===== src/rtl/core/nbcfg_pkg.sv =====
// Shared types, codes and reset tables for the northbridge configuration block.
`timescale 1ns / 1ps

package nbcfg_pkg;

   localparam logic [1:0] OP_READ  = 2'd0;
   localparam logic [1:0] OP_WRITE = 2'd1;
   localparam logic [1:0] OP_QUERY = 2'd2;

   localparam logic       ROUTE_EXT     = 1'b0;
   localparam logic       ROUTE_INT     = 1'b1;
   localparam logic [1:0] WROUTE_EXT     = 2'd0;
   localparam logic [1:0] WROUTE_INT     = 2'd1;
   localparam logic [1:0] WROUTE_DISCARD = 2'd2;

   localparam logic [7:0] REG_STATUS_HI = 8'h07;
   localparam logic [7:0] REG_SHADOW_CD = 8'h5d;
   localparam logic [7:0] REG_SHADOW_EF = 8'h5f;
   localparam logic [7:0] REG_SMRAM     = 8'h65;
   localparam logic [7:0] STATUS_W1C_MASK = 8'hf9;
   localparam logic [2:0] FUNC_ZERO = 3'd0;

   typedef struct packed {
      logic [19:0] mem_address;
      logic        in_smm;
      logic [7:0]  write_data;
      logic [7:0]  register_index;
      logic [2:0]  function_number;
      logic [1:0]  operation;
   } req_type;

   typedef struct packed {
      logic [1:0] write_route;
      logic       read_route;
      logic       region_claimed;
      logic [7:0] read_data;
   } rsp_type;

   typedef struct packed {
      logic       en;
      logic [7:0] idx;
      logic [7:0] data;
   } wr_type;

   function automatic logic [7:0] cfg_default(input logic [7:0] idx);
      logic [7:0] val;
      begin
         case (idx)
            8'h00: val = 8'h60;
            8'h01: val = 8'h10;
            8'h02: val = 8'h91;
            8'h03: val = 8'h88;
            8'h07: val = 8'h02;
            8'h08: val = 8'h01;
            8'h0b: val = 8'h06;
            default: val = 8'h00;
         endcase
         return val;
      end
   endfunction

   function automatic logic cfg_writable(input logic [7:0] idx);
      logic ok;
      begin
         ok = 1'b1;
         if (idx <= 8'h03) ok = 1'b0;
         if (idx == 8'h06) ok = 1'b0;
         if (idx >= 8'h08 && idx <= 8'h0b) ok = 1'b0;
         if (idx >= 8'h0e && idx <= 8'h3f) ok = 1'b0;
         return ok;
      end
   endfunction

endpackage


===== src/rtl/core/nbcfg_space.sv =====
// Configuration byte store with reset-value tracking, write forwarding and shadow copies.
`timescale 1ns / 1ps

module nbcfg_space
   import nbcfg_pkg::*;
(
   input  logic       clock,
   input  logic       reset,
   input  logic       rd_en,
   input  logic [7:0] rd_idx,
   input  wr_type     wr,
   output logic [7:0] rd_byte,
   output logic [7:0] shadow_cd,
   output logic [7:0] shadow_ef,
   output logic [7:0] smram_ctl
);

   logic [7:0] cfg_mem [256];
   logic [7:0] mem_q_ff;
   logic       valid_ff [256];
   logic       valid_q_ff;
   logic       valid_q_in;
   logic [7:0] idx_ff;
   logic       fwd_hit_ff;
   logic       fwd_hit_in;
   logic [7:0] fwd_val_ff;
   logic [7:0] shadow_cd_ff, shadow_cd_in;
   logic [7:0] shadow_ef_ff, shadow_ef_in;
   logic [7:0] smram_ff, smram_in;

   always_ff @(posedge clock) begin
      if (wr.en) begin
         cfg_mem[wr.idx] <= wr.data;
      end
      if (rd_en) begin
         mem_q_ff <= cfg_mem[rd_idx];
         idx_ff <= rd_idx;
         fwd_val_ff <= wr.data;
      end
   end

   assign valid_q_in = valid_ff[rd_idx];
   assign fwd_hit_in = wr.en && (wr.idx == rd_idx);

   always_ff @(posedge clock) begin
      if (reset) begin
         for (int i = 0; i < 256; i++) begin
            valid_ff[i] <= 1'b0;
         end
         valid_q_ff <= 1'b0;
         fwd_hit_ff <= 1'b0;
      end else begin
         if (wr.en) begin
            valid_ff[wr.idx] <= 1'b1;
         end
         if (rd_en) begin
            valid_q_ff <= valid_q_in;
            fwd_hit_ff <= fwd_hit_in;
         end
      end
   end

   always_comb begin
      shadow_cd_in = shadow_cd_ff;
      shadow_ef_in = shadow_ef_ff;
      smram_in = smram_ff;
      if (wr.en && wr.idx == REG_SHADOW_CD) shadow_cd_in = wr.data;
      if (wr.en && wr.idx == REG_SHADOW_EF) shadow_ef_in = wr.data;
      if (wr.en && wr.idx == REG_SMRAM) smram_in = wr.data;
   end

   always_ff @(posedge clock) begin
      if (reset) begin
         shadow_cd_ff <= cfg_default(REG_SHADOW_CD);
         shadow_ef_ff <= cfg_default(REG_SHADOW_EF);
         smram_ff <= cfg_default(REG_SMRAM);
      end else begin
         shadow_cd_ff <= shadow_cd_in;
         shadow_ef_ff <= shadow_ef_in;
         smram_ff <= smram_in;
      end
   end

   assign rd_byte = fwd_hit_ff ? fwd_val_ff :
                    (valid_q_ff ? mem_q_ff : cfg_default(idx_ff));
   assign shadow_cd = shadow_cd_ff;
   assign shadow_ef = shadow_ef_ff;
   assign smram_ctl = smram_ff;

endmodule


===== src/rtl/core/nbcfg_decode.sv =====
// Access decode: write masking, read selection and memory-attribute routing.
`timescale 1ns / 1ps

module nbcfg_decode
   import nbcfg_pkg::*;
(
   input  req_type    req,
   input  logic       fire,
   input  logic [7:0] rd_byte,
   input  logic [7:0] shadow_cd,
   input  logic [7:0] shadow_ef,
   input  logic [7:0] smram_ctl,
   output wr_type     wr,
   output rsp_type    rsp
);

   logic       fn_ok;
   logic [1:0] pair;
   logic [2:0] blk;

   assign fn_ok = (req.function_number == FUNC_ZERO);
   assign blk = req.mem_address[16:14];

   always_comb begin
      wr.en = 1'b0;
      wr.idx = req.register_index;
      wr.data = req.write_data;
      if (req.register_index == REG_STATUS_HI) begin
         wr.data = rd_byte & ~(req.write_data & STATUS_W1C_MASK);
      end
      if (fire && req.operation == OP_WRITE && fn_ok &&
          (req.register_index == REG_STATUS_HI || cfg_writable(req.register_index))) begin
         wr.en = 1'b1;
      end
   end

   always_comb begin
      rsp = '0;
      pair = req.mem_address[16] ? shadow_ef[7:6] : shadow_ef[3:2];
      case (req.operation)
         OP_READ: begin
            rsp.read_data = fn_ok ? rd_byte : 8'hff;
         end
         OP_QUERY: begin
            if (req.mem_address >= 20'ha0000) begin
               rsp.region_claimed = 1'b1;
               if (req.mem_address[19:17] == 3'b101) begin
                  if (req.in_smm || smram_ctl[4]) begin
                     rsp.read_route = ROUTE_INT;
                     rsp.write_route = WROUTE_INT;
                  end
               end else if (req.mem_address[19:17] == 3'b110) begin
                  if (shadow_cd[blk]) begin
                     rsp.read_route = ROUTE_INT;
                     rsp.write_route = WROUTE_INT;
                  end
               end else if (pair[0]) begin
                  rsp.read_route = ROUTE_INT;
                  rsp.write_route = pair[1] ? WROUTE_DISCARD : WROUTE_INT;
               end
            end
         end
         default: begin
            rsp = '0;
         end
      endcase
   end

endmodule


===== src/rtl/core/northbridge_config_and_shadow_decode.sv =====
// Top level of the northbridge configuration space and shadow-memory decode block.
//
// Requests arrive on the req_ stream: tuser carries the operation (read, write or
// memory-attribute query) and tdata the access fields. Every request item gives
// exactly one response item on the rsp_ stream, in order.
// An accepted item is registered, its configuration byte is read from the
// 256-entry store at the same edge, and the result is registered in the output
// register when the item advances, and the response is presented from there.
// One item is accepted every cycle while rsp_tready stays high; the limit is the
// single read and single write port of the byte store.
// A write to a byte is forwarded to a read of the same byte that follows at once.
// Reset restores the identification and class defaults at once through per-byte
// valid flags; no clearing pass is needed and requests are taken straight away.
// When the receiver holds rsp_tready low, the result and the pending item are
// kept, and req_tready drops only once both registers are full.
`timescale 1ns / 1ps

module northbridge_config_and_shadow_decode
   import nbcfg_pkg::*;
(
   input  logic        clock,
   input  logic        reset,
   input  logic        req_tvalid,
   output logic        req_tready,
   // function_number[2:0], register_index[10:3], write_data[18:11],
   // mem_address[38:19], in_smm[39]
   input  logic [39:0] req_tdata,
   // operation[1:0]
   input  logic [1:0]  req_tuser,
   output logic        rsp_tvalid,
   input  logic        rsp_tready,
   // read_data[7:0], region_claimed[8], read_route[9], write_route[11:10], zero fill
   output logic [15:0] rsp_tdata
);

   req_type    req_in;
   req_type    s1_ff;
   logic       s1_valid_ff, s1_valid_in;
   rsp_type    out_ff;
   logic       out_valid_ff, out_valid_in;
   logic       accept;
   logic       advance;
   wr_type     wr;
   rsp_type    rsp;
   logic [7:0] rd_byte;
   logic [7:0] shadow_cd;
   logic [7:0] shadow_ef;
   logic [7:0] smram_ctl;

   assign req_in.operation = req_tuser;
   assign req_in.function_number = req_tdata[2:0];
   assign req_in.register_index = req_tdata[10:3];
   assign req_in.write_data = req_tdata[18:11];
   assign req_in.mem_address = req_tdata[38:19];
   assign req_in.in_smm = req_tdata[39];

   assign advance = s1_valid_ff && (!out_valid_ff || rsp_tready);
   assign req_tready = !s1_valid_ff || advance;
   assign accept = req_tvalid && req_tready;

   assign s1_valid_in = accept || (s1_valid_ff && !advance);
   assign out_valid_in = advance || (out_valid_ff && !rsp_tready);

   nbcfg_space u_space (
      .clock     (clock),
      .reset     (reset),
      .rd_en     (accept),
      .rd_idx    (req_in.register_index),
      .wr        (wr),
      .rd_byte   (rd_byte),
      .shadow_cd (shadow_cd),
      .shadow_ef (shadow_ef),
      .smram_ctl (smram_ctl)
   );

   nbcfg_decode u_decode (
      .req       (s1_ff),
      .fire      (advance),
      .rd_byte   (rd_byte),
      .shadow_cd (shadow_cd),
      .shadow_ef (shadow_ef),
      .smram_ctl (smram_ctl),
      .wr        (wr),
      .rsp       (rsp)
   );

   always_ff @(posedge clock) begin
      if (reset) begin
         s1_valid_ff <= 1'b0;
         out_valid_ff <= 1'b0;
      end else begin
         s1_valid_ff <= s1_valid_in;
         out_valid_ff <= out_valid_in;
      end
   end

   always_ff @(posedge clock) begin
      if (accept) begin
         s1_ff <= req_in;
      end
      if (advance) begin
         out_ff <= rsp;
      end
   end

   assign rsp_tvalid = out_valid_ff;
   assign rsp_tdata = {4'd0, out_ff};

   a_ready_when_empty: assert property (@(posedge clock) disable iff (reset)
      !s1_valid_ff |-> req_tready)
      else $error("request stage empty but not ready");

   a_write_only_on_advance: assert property (@(posedge clock) disable iff (reset)
      wr.en |-> (advance && s1_ff.operation == OP_WRITE &&
                 s1_ff.function_number == FUNC_ZERO))
      else $error("store written outside a committing function 0 write");

   a_accept_fills_stage: assert property (@(posedge clock) disable iff (reset)
      accept |=> s1_valid_ff)
      else $error("accepted item lost from the request stage");

   a_advance_fills_output: assert property (@(posedge clock) disable iff (reset)
      advance |=> rsp_tvalid)
      else $error("result lost on its way to the output register");

endmodule


===== config.mk =====
export PLATFORM = sky130hd
export DESIGN_NAME = northbridge_config_and_shadow_decode
export DESIGN_NICKNAME = d
export VERILOG_FILES = /design/src/rtl/core/nbcfg_pkg.sv /design/src/rtl/core/nbcfg_space.sv /design/src/rtl/core/nbcfg_decode.sv /design/src/rtl/core/northbridge_config_and_shadow_decode.sv
export SDC_FILE = /design/constraint.sdc
export NUM_CORES = 2
export LEC_CHECK = 0
export ABC_AREA = 1
export CORE_MARGIN = 1
export CORE_UTILIZATION = 25
export DETAILED_ROUTE_END_ITERATION = 10
export DONT_BUFFER_PORTS = 1
export GPL_ROUTABILITY_DRIVEN = 0
export PLACE_DENSITY = 0.37
export SLEW_MARGIN = 40
export SYNTH_ARGS = -nofsm -noshare
export SYNTH_HDL_FRONTEND = slang
export SYNTH_SLANG_ARGS = --single-unit

===== constraint.sdc =====
create_clock -name clock -period 17.1 [get_ports clock]
set_clock_uncertainty 0.15 [all_clocks]
set_input_delay 0.855 -clock clock [delete_from_list [all_inputs] [get_ports clock]]
set_output_delay 0.855 -clock clock [all_outputs]
set_load 0.01 [all_outputs]

==> qor.txt <==
Max Slew Vio Count: 166
Starting DRT DRC Count: 4635
Max-Cap Viols: 0
Clock sinks: 2377
DIE HEIGHT: 616 um
Starting Density: 25.1%
Post-DP Area: 101000 um2
Layout cells sized above 1: 8.16%
Number of global-route vias before repair: 60500
Total gr overflow: 0
Final Hold Vio Count: 0
Synth top area share: 67.1%
Global-route wire length before repair: 428000 um
TNS Setup: 0 ns
Leak: 36.3 nW
Cts bufs inserted: 275
Post-synth EDFFs: 2104
Total Routed Length: 296000 um
Hpwl dp: 151000 um
Port bufs: 0
Worst ir drop on vdd: 73.8 uV
Final core occ: 29.4%
Minimum clock period: 6.35 ns
Worst-Margin Slew: 1.72 ns
Vias: 61900
Clock transition at the registers of the reported paths: 0.06 ns
FMAX: 158 MHz
Initial antenna violation count: 6
WP data arrival: 6.90 ns
Power per standard cell area: 116 nW/um2
Warnings, synthesis: 0
Synth Cell Area: 94200 um2
CTS HTree Levels: 5
CTS tree: yes
RSZ-0062 raised after global routing: false
Hold/Removal Path Class: input port to flip-flop
Count leader, synth: edfxtp_1
Ys flop type: edfxtp_1
R2R setup slack: 11.78 ns
Commonest cells in the netlist: 2104 x edfxtp_1, 1624 x nor2_1, 1056 x o21ai_0
Mean Syn Cell Area: 11.7 um2
Dpl cells: 13000
Setup CP Type: input port to flip-flop
Largest area contributor in the netlist: edfxtp_1
Area Overhead vs Synth: 17.1%
Antenna Nets Post-Route: 0
Final cell count without fillers: 13600
Routed len/inst: 21.8 um
First-pass iteration count of the detailed router: 6
Die Width: 616 um
Clk_lat worst skew: 0.84 ns
Largest net degree at the start of global routing: 586
WP data required: 17.66 ns
Failing checks: max-slew violations
Total power: 0.0128 W
CP max FO: 149
Seq/Total Area, Yosys: 72.9%
# Post-CTS Setup Buffers: 0
Drt drc: 0
Layout Cell Area excl Fill: 110000 um2
Final setup violation count: 0
Std-Cell Rows: 225
Rel. slew slack: -14.7%
Async set-or-reset flop fraction in the synthesized netlist: 0%
I/O Pins: 64
Run status: complete, but fails checks
#FFs+latches synth: 2377
Clock Root Buffer: clkbuf_16
Overall global routing resource usage: 15.2%
Fin crit share: 37.1%
Synth Instances: 8038
Max Buffers Root-to-Sink: 4
Synth unique cells: 38
Drt via density: 4.56
Final #Nets: 8402
Setup crit start kind: input port
Core area: 375000 um2
Largest cells by area after synthesis: edfxtp_1 67%, nor2_1 6.5%, dfxtp_1 5.8%
Area of the die: 379000 um2
CP endpoint kind: flip-flop
[layout make-up]
type                       count  area, um2
clock inverter                95        683
clock buffer                 396       7840
inverter                     145        616
multi-input combinational   5437      24800
timing repair buffer         120       1430
antenna                        3       7.51
fill                       38500     265000
sequential                  2377      68600
tap                         4994       6250
[where the power goes]
part | internal, W | total [W] | switching [W]
Clock | 0.00331 | 0.00567 | 0.00236
Combinational | 0.000173 | 0.000694 | 0.000521
Sequential | 0.00641 | 0.00643 | 0.0000222
[per-layer routing]
| layer | GRT usage, % | up-vias | share of wire [%] |
|---|---|---|---|
| met1 | 20.8 | 31200 | 46 |
| met3 | 2.37 | 359 | 4.8 |
| met5 | 0 | - | 0 |
| met4 | 3.49 | 0 | 2.1 |
| li1 | - | 29000 | - |
| met2 | 25.2 | 1351 | 47 |
[cells by family after synthesis]
logic type / count (synthesis) / share of synthesized area, %
AOI/OAI and AO/OA: 1612 / 9.27
DFF: 2377 / 72.9
xor gates and xnor gates: 8 / 0.0744
other: 1 / 0.00398
and+or+nand+nor: 3340 / 14.7
buffers and inverters: 699 / 3.09
muxes: 1 / 0.0106
[registers in the layout, summed over array words and instances (netlist names)]
signal,count
rsp_tdata,12
rsp_tvalid,1
s1_ff,20
s1_valid_ff,1
u_space.cfg_mem,2048
u_space.fwd_hit_ff,1
u_space.fwd_val_ff,8
u_space.idx_ff,8
u_space.mem_q_ff,8
u_space.shadow_cd,8
u_space.shadow_ef,4
u_space.smram_ctl,1
u_space.valid_ff,256
u_space.valid_q_ff,1
[critical path: stages]
cell and delay (ns):
buf_16 0.18, buf_16 0.25, buf_16 0.39, buf_16 0.35, inv_12 0.55, buf_12 0.59
buf_4 0.63, buf_4 0.73, o21ai_0 0.16, o22ai_1 0.18, nand2_1 0.11, nand3_1 0.10
nand3_1 0.23, nand3_1 0.29, nand3_1 0.32, nand2_1 0.18, nand2_1 0.07, nand2_1 0.07
[per-stage QoR]
stage	hold slack, ns	setup WS [ns]
final	0.101	10.75
after global routing	0.0514	10.55
after CTS	0.00737	10.68
after detailed placement	0.262	9.72
after global placement	0.260	10.61
after floorplan	0.253	3.43
[path summary, 6_finish.rpt]
check / cells after the start / start / endpoint
worst max-delay path: 18 / req_tdata[3] / u_space.mem_q_ff[2]
worst min-delay path: 2 / req_tdata[10] / u_space.mem_q_ff[3]
worst max register to register: 12 / u_space.idx_ff[7] / u_space.cfg_mem[108][1]
worst min register to register: 2 / u_space.valid_ff[34] / u_space.valid_ff[34]
[layout by cell type (no fill, tap or decap), types with 5 or more instances in the layout]
cell           count
conb_1           476
o21ai_4            5
clkbuf_8          23
inv_1            123
bufinv_16          8
inv_2             10
buf_12             5
nor2_2           189
a21oi_1           39
xor2_1             8
o22ai_1          504
dlygate4sd3_1     25
clkinv_2          30
buf_4             58
nand2_4           10
nand2_2            7
buf_16            17
clkbuf_16        288
o21ai_0         1052
edfxtp_1        2104
dfxtp_1          273
buf_6             13
nor2_1          1513
nand2_1          844
clkbuf_1          85
nand3_1          752
clkinv_1          47
nor3_1             6
nor2_4             5
inv_6              8
[timing repair]
action,in CTS,in global routing
gates resized for setup,0,0
hold endpoints to repair,160,0
hold buffers,28,0
Power figures use the tool's default switching activity.
